**config.mk**
```make
export PLATFORM = sky130hd
export DESIGN_NAME = checksummed_i2c_frame_sequencer_top
export DESIGN_NICKNAME = d
export VERILOG_FILES = /design/src/rtl/core/csi2c_pkg.sv /design/src/rtl/core/checksummed_i2c_frame_sequencer_top.sv /design/src/rtl/core/csi2c_store.sv /design/src/rtl/core/csi2c_engine.sv
export VERILOG_INCLUDE_DIRS = /design/src /design/src/rtl/core
export SDC_FILE = /design/constraint.sdc
export NUM_CORES = 1
export LEC_CHECK = 0
export ABC_AREA = 1
export BUFFER_PORTS_ARGS = -buffer_cell sky130_fd_sc_hd__buf_2
export CORE_MARGIN = 5
export CORE_UTILIZATION = 53
export DETAILED_ROUTE_END_ITERATION = 16
export GPL_TIMING_DRIVEN = 0
export PLACE_DENSITY = 0.76
export SLEW_MARGIN = 20
export SYNTH_ARGS = -nofsm -noshare
export SYNTH_HDL_FRONTEND = slang
export SYNTH_SLANG_ARGS = --single-unit
export TNS_END_PERCENT = 1
```
**constraint.sdc**
```tcl
create_clock -name clk -period 19 [get_ports clk]
set_input_delay 4.75 -clock clk [delete_from_list [all_inputs] [get_ports clk]]
set_output_delay 4.75 -clock clk [all_outputs]
set_load 0.01 [all_outputs]
```
**src/rtl/core/checksummed_i2c_frame_sequencer_top_macros.svh**
```systemverilog
// assertion macros for the checksummed i2c frame sequencer
// used by checksummed_i2c_frame_sequencer_top; expects clk and rst_n in scope
`ifndef CHECKSUMMED_I2C_FRAME_SEQUENCER_TOP_MACROS_SVH
`define CHECKSUMMED_I2C_FRAME_SEQUENCER_TOP_MACROS_SVH

// same-cycle implication, checked outside reset
`define CSI2C_ASSERT_NOW(label, ante, cons, msg) \
  label: assert property (@(posedge clk) disable iff (!rst_n) (ante) |-> (cons)) \
    else $error(msg);

// next-cycle implication, checked outside reset
`define CSI2C_ASSERT_NEXT(label, ante, cons, msg) \
  label: assert property (@(posedge clk) disable iff (!rst_n) (ante) |=> (cons)) \
    else $error(msg);

`endif

```
**src/rtl/core/csi2c_pkg.sv**
```systemverilog
// shared types, codes and greeting rom for the checksummed i2c frame sequencer
// no dependencies
package csi2c_pkg;

  localparam int STORE_DEPTH = 32;
  localparam int IDX_W       = 5;
  localparam int LEN_W       = 6;

  // action codes of an input transaction
  localparam logic [1:0] ACT_REQUEST  = 2'd0;
  localparam logic [1:0] ACT_TX_READY = 2'd1;
  localparam logic [1:0] ACT_RX_BYTE  = 2'd2;
  localparam logic [1:0] ACT_LOAD     = 2'd3;

  // link phase codes
  localparam logic [2:0] PH_GREET_PEND = 3'd0;
  localparam logic [2:0] PH_WRITE_PEND = 3'd1;
  localparam logic [2:0] PH_WRITING    = 3'd2;
  localparam logic [2:0] PH_READ_PEND  = 3'd3;
  localparam logic [2:0] PH_READING    = 3'd4;

  // configuration register indexes
  localparam logic [1:0] CFG_DEVICE_ADDRESS = 2'd0;
  localparam logic [1:0] CFG_TX_LENGTH      = 2'd1;
  localparam logic [1:0] CFG_RX_LENGTH      = 2'd2;

  localparam logic [7:0] SUM_GOOD = 8'hFF;

  typedef struct packed {
    logic       tx_valid;
    logic [7:0] tx_byte;
    logic       start_write;
    logic       start_read;
    logic [6:0] bus_address;
    logic       send_stop;
    logic       rx_valid;
    logic [4:0] rx_index;
    logic [7:0] rx_byte;
    logic       frame_done;
    logic       checksum_error;
    logic [2:0] phase;
  } result_t;

  typedef struct packed {
    logic             load_en;
    logic [IDX_W-1:0] load_idx;
    logic [7:0]       load_data;
    logic             snap_en;
    logic [IDX_W-1:0] rd_idx;
  } store_ctl_t;

  function automatic logic [7:0] greeting_rom(input logic [5:0] pos);
    logic [7:0] b;
    case (pos)
      6'd0:  b = 8'hCC;  6'd1:  b = 8'h4C;  6'd2:  b = 8'h65;  6'd3:  b = 8'h74;
      6'd4:  b = 8'h27;  6'd5:  b = 8'h73;  6'd6:  b = 8'h20;  6'd7:  b = 8'h73;
      6'd8:  b = 8'h61;  6'd9:  b = 8'h6D;  6'd10: b = 8'h62;  6'd11: b = 8'h61;
      6'd12: b = 8'h20;  6'd13: b = 8'h6E;  6'd14: b = 8'h78;  6'd15: b = 8'h74;
      6'd16: b = 8'h20;  6'd17: b = 8'h61;  6'd18: b = 8'h72;  6'd19: b = 8'h6D;
      6'd20: b = 8'h20;  6'd21: b = 8'h69;  6'd22: b = 8'h6E;  6'd23: b = 8'h20;
      6'd24: b = 8'h61;  6'd25: b = 8'h72;  6'd26: b = 8'h6D;  6'd27: b = 8'h2C;
      6'd28: b = 8'h20;  6'd29: b = 8'h28;  6'd30: b = 8'h63;  6'd31: b = 8'h29;
      6'd32: b = 8'h4C;  6'd33: b = 8'h45;  6'd34: b = 8'h47;  6'd35: b = 8'h4F;
      6'd36: b = 8'h20;  6'd37: b = 8'h53;  6'd38: b = 8'h79;  6'd39: b = 8'h73;
      6'd40: b = 8'h74;  6'd41: b = 8'h65;  6'd42: b = 8'h6D;  6'd43: b = 8'h20;
      6'd44: b = 8'h41;  6'd45: b = 8'h2F;  6'd46: b = 8'h53;
      default: b = 8'h00;
    endcase
    return b;
  endfunction

endpackage

```
**src/rtl/core/checksummed_i2c_frame_sequencer_top.sv**
```systemverilog
// top level of the checksummed i2c frame sequencer: input register, result register,
// configuration registers; depends on csi2c_pkg, csi2c_engine, csi2c_store and the macros header
//
//   channel | direction | handshake             | payload
//   in_     | input     | in_valid / in_stall   | action, nack_seen, data_byte, payload_index
//   out_    | output    | out_valid / out_stall | tx, start, address, stop, rx, done, error, phase
//   cfg_    | input     | cfg_we                | cfg_index, cfg_data
//
// one transaction per cycle sustained while out_stall is low; a transaction passes from input to result
// through the input register, then single-pass step logic into the result register
// rst_n is synchronous: phases go to greeting pending, payload store clears to zero,
// configuration returns to address 1, tx length 8, rx length 12
// a stalled result holds in the result register while one more transaction waits in the
// input register; in_stall rises only when both are full and out_stall is high
module checksummed_i2c_frame_sequencer_top #(
  parameter int MAX_TX_BYTES   = 32,
  parameter int MAX_RX_BYTES   = 32,
  parameter int GREETING_BYTES = 47
) (
  input  logic       clk,
  input  logic       rst_n,
  // configuration write port
  input  logic       cfg_we,
  input  logic [1:0] cfg_index,
  input  logic [6:0] cfg_data,
  // input channel
  input  logic       in_valid,
  output logic       in_stall,
  input  logic [1:0] in_action,
  input  logic       in_nack_seen,
  input  logic [7:0] in_data_byte,
  input  logic [4:0] in_payload_index,
  // result channel
  output logic       out_valid,
  input  logic       out_stall,
  output logic       out_tx_valid,
  output logic [7:0] out_tx_byte,
  output logic       out_start_write,
  output logic       out_start_read,
  output logic [6:0] out_bus_address,
  output logic       out_send_stop,
  output logic       out_rx_valid,
  output logic [4:0] out_rx_index,
  output logic [7:0] out_rx_byte,
  output logic       out_frame_done,
  output logic       out_checksum_error,
  output logic [2:0] out_phase
);

  // configuration registers
  logic [6:0] dev_addr_r;
  logic [5:0] tx_len_r;
  logic [5:0] rx_len_r;

  // input register
  logic       item_valid_r;
  logic [1:0] action_r;
  logic       nack_r;
  logic [7:0] data_r;
  logic [4:0] pidx_r;

  // result register
  logic               out_valid_r;
  csi2c_pkg::result_t out_r;

  csi2c_pkg::result_t    res;
  csi2c_pkg::store_ctl_t ctl;
  logic [7:0]            pay0;
  logic [7:0]            rd_data;
  logic                  advance;
  logic                  fire;

  always_ff @(posedge clk) begin
    if (!rst_n) begin
      dev_addr_r <= 7'd1;
      tx_len_r   <= 6'd8;
      rx_len_r   <= 6'd12;
    end else if (cfg_we) begin
      case (cfg_index)
        csi2c_pkg::CFG_DEVICE_ADDRESS: dev_addr_r <= cfg_data;
        csi2c_pkg::CFG_TX_LENGTH:      tx_len_r   <= cfg_data[5:0];
        csi2c_pkg::CFG_RX_LENGTH:      rx_len_r   <= cfg_data[5:0];
        default: begin
        end
      endcase
    end
  end

  // result register is free when empty or being taken this cycle
  assign advance  = !out_valid_r || !out_stall;
  assign fire     = item_valid_r && advance;
  assign in_stall = item_valid_r && !advance;

  always_ff @(posedge clk) begin
    if (!rst_n) begin
      item_valid_r <= 1'b0;
    end else if (in_valid && !in_stall) begin
      item_valid_r <= 1'b1;
    end else if (fire) begin
      item_valid_r <= 1'b0;
    end
  end

  // payload of the input register
  always_ff @(posedge clk) begin
    if (in_valid && !in_stall) begin
      action_r <= in_action;
      nack_r   <= in_nack_seen;
      data_r   <= in_data_byte;
      pidx_r   <= in_payload_index;
    end
  end

  csi2c_engine #(
    .MAX_TX_BYTES   (MAX_TX_BYTES),
    .MAX_RX_BYTES   (MAX_RX_BYTES),
    .GREETING_BYTES (GREETING_BYTES)
  ) u_engine (
    .clk            (clk),
    .rst_n          (rst_n),
    .fire           (fire),
    .action         (action_r),
    .nack_seen      (nack_r),
    .data_byte      (data_r),
    .payload_index  (pidx_r),
    .device_address (dev_addr_r),
    .tx_length      (tx_len_r),
    .rx_length      (rx_len_r),
    .pay0           (pay0),
    .rd_data        (rd_data),
    .ctl            (ctl),
    .res            (res)
  );

  csi2c_store u_store (
    .clk     (clk),
    .rst_n   (rst_n),
    .ctl     (ctl),
    .pay0    (pay0),
    .rd_data (rd_data)
  );

  always_ff @(posedge clk) begin
    if (!rst_n) begin
      out_valid_r <= 1'b0;
    end else if (fire) begin
      out_valid_r <= 1'b1;
    end else if (!out_stall) begin
      out_valid_r <= 1'b0;
    end
  end

  always_ff @(posedge clk) begin
    if (fire) begin
      out_r <= res;
    end
  end

  assign out_valid          = out_valid_r;
  assign out_tx_valid       = out_r.tx_valid;
  assign out_tx_byte        = out_r.tx_byte;
  assign out_start_write    = out_r.start_write;
  assign out_start_read     = out_r.start_read;
  assign out_bus_address    = out_r.bus_address;
  assign out_send_stop      = out_r.send_stop;
  assign out_rx_valid       = out_r.rx_valid;
  assign out_rx_index       = out_r.rx_index;
  assign out_rx_byte        = out_r.rx_byte;
  assign out_frame_done     = out_r.frame_done;
  assign out_checksum_error = out_r.checksum_error;
  assign out_phase          = out_r.phase;

`include "checksummed_i2c_frame_sequencer_top_macros.svh"

  // a write start always carries the first byte and leaves the link writing
  `CSI2C_ASSERT_NOW(a_start_write_phase, out_valid_r && out_r.start_write, out_r.tx_valid && out_r.phase == csi2c_pkg::PH_WRITING, "start_write without first byte or writing phase")

  // received payload bytes only while reading
  `CSI2C_ASSERT_NOW(a_rx_in_reading, out_valid_r && out_r.rx_valid, out_r.phase == csi2c_pkg::PH_READING, "rx byte outside reading phase")

  // checksum errors are only flagged at frame end
  `CSI2C_ASSERT_NOW(a_err_with_done, out_valid_r && out_r.checksum_error, out_r.frame_done, "checksum_error without frame_done")

  // a waiting transaction is not dropped while the result is stalled
  `CSI2C_ASSERT_NEXT(a_item_held, item_valid_r && out_valid_r && out_stall, item_valid_r, "pending transaction lost under stall")

endmodule

```
**src/rtl/core/csi2c_store.sv**
```systemverilog
// payload store and per-frame snapshot registers
// depends on csi2c_pkg
module csi2c_store (
  input  logic                   clk,
  input  logic                   rst_n,
  input  csi2c_pkg::store_ctl_t  ctl,
  output logic [7:0]             pay0,
  output logic [7:0]             rd_data
);

  logic [7:0] payload_r [csi2c_pkg::STORE_DEPTH];
  logic [7:0] snap_r    [csi2c_pkg::STORE_DEPTH];

  always_ff @(posedge clk) begin
    if (!rst_n) begin
      for (int i = 0; i < csi2c_pkg::STORE_DEPTH; i++) begin
        payload_r[i] <= 8'h00;
      end
    end else if (ctl.load_en) begin
      payload_r[ctl.load_idx] <= ctl.load_data;
    end
  end

  // whole-store copy at write frame start
  always_ff @(posedge clk) begin
    if (ctl.snap_en) begin
      for (int i = 0; i < csi2c_pkg::STORE_DEPTH; i++) begin
        snap_r[i] <= payload_r[i];
      end
    end
  end

  assign pay0    = payload_r[0];
  assign rd_data = snap_r[ctl.rd_idx];

endmodule

```
**src/rtl/core/csi2c_engine.sv**
```systemverilog
// frame sequencing state and per-transaction result logic
// depends on csi2c_pkg
module csi2c_engine #(
  parameter int MAX_TX_BYTES   = 32,
  parameter int MAX_RX_BYTES   = 32,
  parameter int GREETING_BYTES = 47
) (
  input  logic                  clk,
  input  logic                  rst_n,
  input  logic                  fire,
  input  logic [1:0]            action,
  input  logic                  nack_seen,
  input  logic [7:0]            data_byte,
  input  logic [4:0]            payload_index,
  input  logic [6:0]            device_address,
  input  logic [5:0]            tx_length,
  input  logic [5:0]            rx_length,
  input  logic [7:0]            pay0,
  input  logic [7:0]            rd_data,
  output csi2c_pkg::store_ctl_t ctl,
  output csi2c_pkg::result_t    res
);

  localparam int TX_LIM    = (MAX_TX_BYTES < csi2c_pkg::STORE_DEPTH) ?
                             MAX_TX_BYTES : csi2c_pkg::STORE_DEPTH;
  localparam int RX_LIM    = (MAX_RX_BYTES < csi2c_pkg::STORE_DEPTH) ?
                             MAX_RX_BYTES : csi2c_pkg::STORE_DEPTH;
  localparam int LONGEST   = (GREETING_BYTES > csi2c_pkg::STORE_DEPTH) ?
                             GREETING_BYTES : csi2c_pkg::STORE_DEPTH;
  // position runs one past the frame length
  localparam int POS_W     = $clog2(LONGEST + 2);

  localparam logic [csi2c_pkg::LEN_W-1:0] TX_LIM_V = csi2c_pkg::LEN_W'(TX_LIM);
  localparam logic [csi2c_pkg::LEN_W-1:0] RX_LIM_V = csi2c_pkg::LEN_W'(RX_LIM);
  localparam logic [POS_W-1:0]            GREET_LEN = POS_W'(GREETING_BYTES);

  logic [2:0]       phase_r, phase_nxt;
  logic [2:0]       after_r, after_nxt;
  logic [POS_W-1:0] pos_r, pos_nxt;
  logic [POS_W-1:0] flen_r, flen_nxt;
  logic [7:0]       sum_r, sum_nxt;
  logic             dummy_r, dummy_nxt;
  logic             gsrc_r, gsrc_nxt;

  logic [csi2c_pkg::LEN_W-1:0] tx_eff, rx_eff;
  logic [POS_W-1:0]            prev_pos, rd_pos;
  logic [7:0]                  fbyte, lead_byte, rx_total;
  logic                        greet;

  always_comb begin
    if (tx_length == '0) begin
      tx_eff = csi2c_pkg::LEN_W'(1);
    end else if (tx_length > TX_LIM_V) begin
      tx_eff = TX_LIM_V;
    end else begin
      tx_eff = tx_length;
    end
    if (rx_length == '0) begin
      rx_eff = csi2c_pkg::LEN_W'(1);
    end else if (rx_length > RX_LIM_V) begin
      rx_eff = RX_LIM_V;
    end else begin
      rx_eff = rx_length;
    end
  end

  // frame byte lookup: previous position on a nack, current otherwise
  assign prev_pos   = pos_r - POS_W'(1);
  assign rd_pos     = (action == csi2c_pkg::ACT_TX_READY && nack_seen) ? prev_pos : pos_r;
  assign fbyte      = gsrc_r ? csi2c_pkg::greeting_rom(rd_pos[5:0]) : rd_data;
  assign greet      = (phase_r == csi2c_pkg::PH_GREET_PEND);
  assign lead_byte  = greet ? csi2c_pkg::greeting_rom(6'd0) : pay0;
  assign rx_total   = sum_r + data_byte;

  always_comb begin
    phase_nxt = phase_r;
    after_nxt = after_r;
    pos_nxt   = pos_r;
    flen_nxt  = flen_r;
    sum_nxt   = sum_r;
    dummy_nxt = dummy_r;
    gsrc_nxt  = gsrc_r;
    res       = '0;
    ctl.load_en   = 1'b0;
    ctl.load_idx  = payload_index;
    ctl.load_data = data_byte;
    ctl.snap_en   = 1'b0;
    ctl.rd_idx    = rd_pos[4:0];

    case (action)
      csi2c_pkg::ACT_REQUEST: begin
        if (phase_r == csi2c_pkg::PH_GREET_PEND || phase_r == csi2c_pkg::PH_WRITE_PEND) begin
          gsrc_nxt        = greet;
          flen_nxt        = greet ? GREET_LEN : POS_W'(tx_eff);
          ctl.snap_en     = !greet;
          sum_nxt         = lead_byte;
          res.tx_valid    = 1'b1;
          res.tx_byte     = lead_byte;
          res.start_write = 1'b1;
          res.bus_address = device_address;
          pos_nxt         = POS_W'(1);
          phase_nxt       = csi2c_pkg::PH_WRITING;
          after_nxt       = csi2c_pkg::PH_WRITING;
        end else if (phase_r == csi2c_pkg::PH_READ_PEND) begin
          flen_nxt        = POS_W'(rx_eff);
          pos_nxt         = '0;
          sum_nxt         = 8'h00;
          dummy_nxt       = 1'b1;
          res.start_read  = 1'b1;
          res.bus_address = device_address;
          phase_nxt       = csi2c_pkg::PH_READING;
          after_nxt       = csi2c_pkg::PH_READING;
        end else begin
          phase_nxt = after_r;
        end
      end
      csi2c_pkg::ACT_TX_READY: begin
        if (phase_r == csi2c_pkg::PH_WRITING && after_r == csi2c_pkg::PH_WRITING) begin
          if (nack_seen) begin
            res.tx_valid = 1'b1;
            res.tx_byte  = (prev_pos < flen_r) ? fbyte : ~sum_r;
          end else if (pos_r < flen_r) begin
            sum_nxt      = sum_r + fbyte;
            res.tx_valid = 1'b1;
            res.tx_byte  = fbyte;
            pos_nxt      = pos_r + POS_W'(1);
          end else if (pos_r == flen_r) begin
            res.tx_valid  = 1'b1;
            res.tx_byte   = ~sum_r;
            res.send_stop = 1'b1;
            pos_nxt       = pos_r + POS_W'(1);
          end else begin
            res.frame_done = 1'b1;
            after_nxt      = csi2c_pkg::PH_READ_PEND;
          end
        end
      end
      csi2c_pkg::ACT_RX_BYTE: begin
        if (phase_r == csi2c_pkg::PH_READING && after_r == csi2c_pkg::PH_READING) begin
          if (dummy_r) begin
            dummy_nxt = 1'b0;
          end else if (pos_r < flen_r) begin
            res.rx_valid  = 1'b1;
            res.rx_index  = pos_r[4:0];
            res.rx_byte   = data_byte;
            sum_nxt       = rx_total;
            pos_nxt       = pos_r + POS_W'(1);
            res.send_stop = (pos_r + POS_W'(1)) == flen_r;
          end else begin
            res.frame_done     = 1'b1;
            res.checksum_error = (rx_total != csi2c_pkg::SUM_GOOD);
            after_nxt          = csi2c_pkg::PH_WRITE_PEND;
          end
        end
      end
      csi2c_pkg::ACT_LOAD: begin
        ctl.load_en = 1'b1;
      end
      default: begin
      end
    endcase

    res.phase = phase_nxt;
    if (!fire) begin
      ctl.load_en = 1'b0;
      ctl.snap_en = 1'b0;
    end
  end

  always_ff @(posedge clk) begin
    if (!rst_n) begin
      phase_r <= csi2c_pkg::PH_GREET_PEND;
      after_r <= csi2c_pkg::PH_GREET_PEND;
      pos_r   <= '0;
      flen_r  <= '0;
      sum_r   <= 8'h00;
      dummy_r <= 1'b0;
      gsrc_r  <= 1'b0;
    end else if (fire) begin
      phase_r <= phase_nxt;
      after_r <= after_nxt;
      pos_r   <= pos_nxt;
      flen_r  <= flen_nxt;
      sum_r   <= sum_nxt;
      dummy_r <= dummy_nxt;
      gsrc_r  <= gsrc_nxt;
    end
  end

endmodule
```
After elaboration in Yosys (flattened, before gate mapping)
Memory sizes are Yosys's and may differ from the RTL's.
Cells that the tools add are included.
Word-level totals
  register bits: 103
  memory bits (writable): 512
  memory bits (read-only): 512
  input port bits: 30
  output and inout port bits: 40
  logic and storage cells: 193
  memories kept: 3
Memories
  (name not given): depth 64, bits a word 8, rd ports 1, clocked after memory_dff 0, wr ports 0, line csi2c_pkg.sv:54  | case (pos)
  u_store.payload_r: depth 32, bits a word 8, rd ports 32, clocked after memory_dff 0, wr ports 32, line csi2c_store.sv:11  | logic [7:0] payload_r [csi2c_pkg::STORE_DEPTH];
  u_store.snap_r: depth 32, bits a word 8, rd ports 1, clocked after memory_dff 0, wr ports 32, line csi2c_store.sv:12  | logic [7:0] snap_r [csi2c_pkg::STORE_DEPTH];
Cells by class
  $add $sub $neg: 4
  $lt $le $gt $ge: 4
  equality and inequality tests: 28
  mux-type cells: 85
  bitwise gates (word level): 5
  reduce and logical (&&, ||, !) cells: 36
Operator list (number)
  2-to-1 mux 8 bit: 13
  2-to-1 mux 6 bit: 17
  2-to-1 mux 9 bit: 4
  2-to-1 mux 17 bit: 2
  2-to-1 mux 3 bit: 10
  2-to-1 mux 1 bit: 27
  AND reduction 9 bit: 3
  one-hot mux 8 bit (3 select lines): 1
  one-hot mux 6 bit (3 select lines): 1
  one-hot mux 9 bit (2 select lines): 1
  adder 8 bit: 2
  inequality test 2 bit (second input constant): 8
  2-to-1 mux 15 bit: 1
  equality test 6 bit: 2
  > comparator 6 bit (second input constant): 2
  zero test 6 bit: 2
  < comparator 6 bit: 2
  2-to-1 mux 10 bit: 1
  equality test 3 x 2 -> 1 bit (second input constant): 3
  one-hot mux 3 bit (3 select lines): 1
  inequality test 2 x 1 -> 1 bit (second input constant): 4
  inequality test 8 bit (second input constant): 1
  NOT 8 bit: 1
  OR reduction 4 bit: 2
  other kinds (26): 51

Longest topological paths before layout
An unclocked memory read counts as a cell.
  depth in word-level cells: 10
  depth in mapped cells: 32
  depth with buffers taken out: 30

Cells and area by module
A second synthesis with hierarchy kept.
Unflattened totals
  cell total of the unflattened synthesis: 2444
  area total of the unflattened synthesis: 26461.6 um^2
By module, submodules not included
  csi2c_store: instances 1, cells each 1495, area an instance 19482.4 um^2, seq. area each 15374.7 um^2
  csi2c_engine: instances 1, cells each 763, area an instance 4448.0 um^2, seq. area each 560.5 um^2
  checksummed_i2c_frame_sequencer_top: instances 1, cells each 186, area an instance 2531.2 um^2, seq. area each 2042.0 um^2

Least setup slack after synthesis
Ideal clock, no wire load.
  path type: input to register
  start: in out_stall
  end: mem u_store.snap_r[0][0] (enable)
  setup time: 0.878 ns
  arrival time: 18.021 ns
  required time: 18.122 ns
  path slack: 0.101 ns
  cell stages on the path: 3
  path buffers: 0
  cells stage by stage: a21oi_1 > nand2_1 > nor2_1
RTL lines
  start, declared: line checksummed_i2c_frame_sequencer_top.sv:35  | input logic out_stall,
  end, declared: line csi2c_store.sv:12

Final worst setup path
  start: in out_stall
  end: out in_stall
Between the ends
  word-level cells in the longest chain between the ends: 4
Ends and longest elaborated chain
  zero test 1 bit
  logical OR 1 bit: line checksummed_i2c_frame_sequencer_top.sv:90  | assign advance = !out_valid_r || !out_stall;
  zero test 1 bit: line checksummed_i2c_frame_sequencer_top.sv:92  | assign in_stall = item_valid_r && !advance;
  logical AND 1 bit: line checksummed_i2c_frame_sequencer_top.sv:92
  end, declared: line checksummed_i2c_frame_sequencer_top.sv:28  | output logic in_stall,
No other way between the ends.

==> results.txt <==
----------------------------------------------------
[Pwr]
  Power per cell area ... 105 nW/um^2
  IR Drop Worst-Case VDD ... 0.0000976 V
  Lkg Pwr ... 11.3 nW

[Worst setup path]
  Type of element launching the critical path ... input port
  Largest delay contributor family on the critical path ... buffers and inverters
  Buf/Inv on CP ... 2
  Worst-path fanout max ... 2
  Critical path's slowest cell ... sky130_fd_sc_hd__buf_2
  Data arrival time of the critical path ... 5.22 ns
  Cell type with the highest occurrence count on the critical path ... sky130_fd_sc_hd__buf_2
  Worst endpoint required time ... 14.25 ns
  Largest incremental delay on the critical path ... 0.15 ns
  Critical path start-end classification ... input port to output pin
  Cell Chain, Critical Path ... buf_2 -> nand2_1 -> nor2_1 -> buf_2
  Kind of capture point of the worst setup path ... output pin

[Placement]
  Dpl hpwl ... 50.6 mm
  Count of port buffers added during placement ... 69
  Cell area reported after detailed placement ... 27200 sq um
  Total placed cells including tap cells ... 2956
  Routability congestion estimate from global placement ... 0.968

[Clock tree]
  CTS max path bufs ... 3
  Number of hold buffers added after CTS ... 0
  Clock root buffer ... sky130_fd_sc_hd__clkbuf_16
  Htree depth ... 2
  Postcts setup bufs ... 0
  TritonCTS clock tree ... done
  Resize count post-CTS ... 0
  Clock latency at the later pin of the worst-skew pair ... 0.64 ns
  Clock sink total ... 615
  Clock transition at the registers of the reported paths ... 0.07 ns
  Total clock buffers created by CTS ... 59

[Route]
  Total wirelength of the detailed-routed design ... 73.6 mm
  DR WL/cell ... 24.1 um
  DRC violations left ... 0
  Final antenna-violating net count ... 0
  Avg Vias per Cell ... 5.99
  Via count ... 18321
  Violation count after the first detailed-routing iteration ... 2399
  Number of optimization iterations in the first detailed-route pass ... 6

[Synth]
  Synth Register Bits ... 615
  Total nets after synthesis ... 2329
  FFs w/ async S/R, synth ... 0
  Complex-gate fraction of the synthesized area ... 0.0692
  Post-synthesis cell type count ... 51
  Total of warnings raised by yosys ... 0
  Combinational family with the most area after synthesis ... simple AND/OR/NAND/NOR gates
  Post-synth top flop ... sky130_fd_sc_hd__edfxtp_1
  Area share of the leading cell type in the synthesized netlist ... 0.660
  Synth Area in Simple Gates ... 0.164
  Total standard cell area after synthesis ... 25800 sq um
  Adder-cell share of the synthesized area ... 0.0195
  Average cell area after synthesis ... 11.4 sq um
  Proportion of synthesized area in mux cells ... 0.00194
  Share of synthesized area occupied by flip-flops and latches ... 0.698
  Leading area contributor after synthesis ... sky130_fd_sc_hd__edfxtp_1
  Number of flops mapped to enable cells by yosys ... 566
  Synth top area cells ... sky130_fd_sc_hd__edfxtp_1 66%, sky130_fd_sc_hd__nor2_1 5.9%, sky130_fd_sc_hd__nand2_1 5.4%, sky130_fd_sc_hd__dfxtp_1 3.8%, sky130_fd_sc_hd__nand3_1 2.7%
  Synthesized-area fraction occupied by xor and xnor cells ... 0.00476
  Post-Syn Instances ... 2260

[Floorplan]
  Die Width ... 230 um
  Top-level I/O count ... 70
  Standard-cell rows ... 80
  CORE AREA ... 47900 sq um
  Total die area ... 53100 sq um
  Height of the die ... 230 um
  Initial cell density of the core ... 0.537

[Final layout]
  Share of layout cells above drive strength 1 ... 0.111
  Nets ... 2471
  Final cell count without fillers ... 3059
  Design area ... 29200 sq um
  Area overhead of the layout relative to synthesis ... 13.3%
  Count of antenna diodes in the layout ... 0

[Timing]
  Tmin final ... 9.97 ns
  Unrepaired setup endpoints after global routing ... false
  Portion of the clock cycle consumed by the worst path in the final layout ... 0.525
  Pin slew with the least headroom to its limit ... 1.16 ns
  Worst hold slack after final layout ... 0.410 ns
  Fin. max-slew vios ... 0
  Clock tree skew after final layout ... 0.0245 ns
  Setup-violating endpoint count in the final report ... 0
  Worst-case headroom to the max-slew limit ... 0.229
  Number of hold violations in the final report ... 0
  Timing-limited maximum frequency ... 100 MHz

[Global routing]
  Via count of the first global-routing pass ... 17709
  Maximum number of pins on one net before global-route repair ... 30
  Wire length of the first global-routing pass ... 109 mm
  Overflow left after global routing ... 0
  Initial antenna violation count ... 1
  Aggregate global-route resource usage ... 0.274

[Run status]
  Status ... finished, final reports clean

[Run]
  Total of max-cap violations ... 0

[Hold path]
  Class of the most critical hold timing path ... flip-flop to flip-flop

----------------------------------------------------
[cell usage in the layout, fill, tap and decap left out, types with 14 or more instances in the layout]
| cell type | n |
|---|---|
| sky130_fd_sc_hd__nand3_1 | 139 |
| sky130_fd_sc_hd__edfxtp_1 | 566 |
| sky130_fd_sc_hd__ha_1 | 37 |
| sky130_fd_sc_hd__o21ai_0 | 130 |
| sky130_fd_sc_hd__o22ai_1 | 21 |
| sky130_fd_sc_hd__nand2_1 | 371 |
| sky130_fd_sc_hd__o21ai_1 | 14 |
| sky130_fd_sc_hd__nor2_1 | 402 |
| sky130_fd_sc_hd__o211ai_1 | 20 |
| sky130_fd_sc_hd__or2_2 | 31 |
| sky130_fd_sc_hd__clkbuf_16 | 59 |
| sky130_fd_sc_hd__a22oi_1 | 15 |
| sky130_fd_sc_hd__dfxtp_1 | 49 |
| sky130_fd_sc_hd__clkbuf_1 | 56 |
| sky130_fd_sc_hd__nor3_1 | 22 |
| sky130_fd_sc_hd__a21oi_1 | 72 |
| sky130_fd_sc_hd__inv_1 | 160 |
| sky130_fd_sc_hd__buf_2 | 103 |
[routing by layer]
layer	GRT usage	wire (um)
met5	0	0
met4	0.144	4560
met3	0.0557	8220
met2	0.423	33000
met1	0.370	27800
[power by group]
| group | internal [mW] | leakage, nW | total [mW] | switching (mW) |
|---|---|---|---|---|
| Clock | 0.709 | 0.963 | 1.22 | 0.514 |
| Sequential | 1.50 | 5.83 | 1.52 | 0.0146 |
| Combinational | 0.0817 | 4.48 | 0.310 | 0.228 |
[logic make-up after synthesis]
group                      after synthesis
AOI/OAI and AO/OA                      312
DFF                                    615
buffers and inverters                  264
adders and majority gates               39
xor gates and xnor gates                14
muxes                                    5
and+or+nand+nor                       1011
[cells in the mapped netlist, types with 3 or more instances]
library cell and number:
sky130_fd_sc_hd__o21ai_1 14, sky130_fd_sc_hd__a21oi_1 73, sky130_fd_sc_hd__ha_1 37, sky130_fd_sc_hd__clkinv_1 3
sky130_fd_sc_hd__inv_1 160, sky130_fd_sc_hd__nor3_2 4, sky130_fd_sc_hd__xor2_1 9, sky130_fd_sc_hd__dfxtp_1 49
sky130_fd_sc_hd__or2_2 31, sky130_fd_sc_hd__o21bai_1 3, sky130_fd_sc_hd__o22ai_1 21, sky130_fd_sc_hd__xnor2_1 5
sky130_fd_sc_hd__buf_6 5, sky130_fd_sc_hd__a22oi_1 15, sky130_fd_sc_hd__a211oi_1 5, sky130_fd_sc_hd__nand2_2 8
sky130_fd_sc_hd__mux2i_1 5, sky130_fd_sc_hd__o21ai_0 130, sky130_fd_sc_hd__nand3_1 139, sky130_fd_sc_hd__nand2_1 371
sky130_fd_sc_hd__a31oi_1 9, sky130_fd_sc_hd__o21a_1 5, sky130_fd_sc_hd__o2111ai_1 6, sky130_fd_sc_hd__inv_2 5
sky130_fd_sc_hd__buf_4 7, sky130_fd_sc_hd__edfxtp_1 566, sky130_fd_sc_hd__nor3_1 22, sky130_fd_sc_hd__nor2_1 403
sky130_fd_sc_hd__buf_2 34, sky130_fd_sc_hd__o211ai_1 20, sky130_fd_sc_hd__nand3b_1 10, sky130_fd_sc_hd__and2_1 4
sky130_fd_sc_hd__clkbuf_1 48, sky130_fd_sc_hd__nand4_1 13
[path summary, 6_finish.rpt]
kind	startpoint	end	slack [ns]	cells past startpoint
worst min-delay path	u_store.payload_r[22][0]	u_store.snap_r[22][0]	0.41	0
worst max register to register	action_r[1]	u_engine.sum_r[6]	13.66	29
worst max-delay path	out_stall	in_stall	9.03	4
worst min register to register	u_store.payload_r[22][0]	u_store.snap_r[22][0]	0.41	0
[metrics by stage]
step	TNS [ns]	util	setup WS, ns	power [mW]
2_1_floorplan	0	-	0.101	1.73
3_3_place_gp	-1417.31	0.561	-5.55	1.84
3_5_place_dp	0	0.567	9.02	1.85
4_1_cts	0	0.609	9.01	3.05
5_1_grt	0	0.609	8.99	3.14
6_report	0	0.609	9.03	3.05
[layout make-up]
cell class,instances,area [sq um]
buffer,96,468
clock buffer,68,1520
clock inverter,35,469
fill,3702,18800
inverter,168,631
multi-input combinational,1381,6720
sequential,615,18000
tap,615,769
timing repair buffer,81,638
[flip-flops by register name, summed over array words and instances, names as in the netlist, 5 cells and up]
register           count
out_rx_index           5
out_tx_byte            8
pidx_r                 5
tx_len_r               6
out_rx_byte            8
data_r                 8
rx_len_r               6
u_store.snap_r       256
out_bus_address        7
u_engine.pos_r         6
u_store.payload_r    256
dev_addr_r             7
u_engine.flen_r        6
u_engine.sum_r         8
Note: power is estimated with default switching activity, not from simulation.
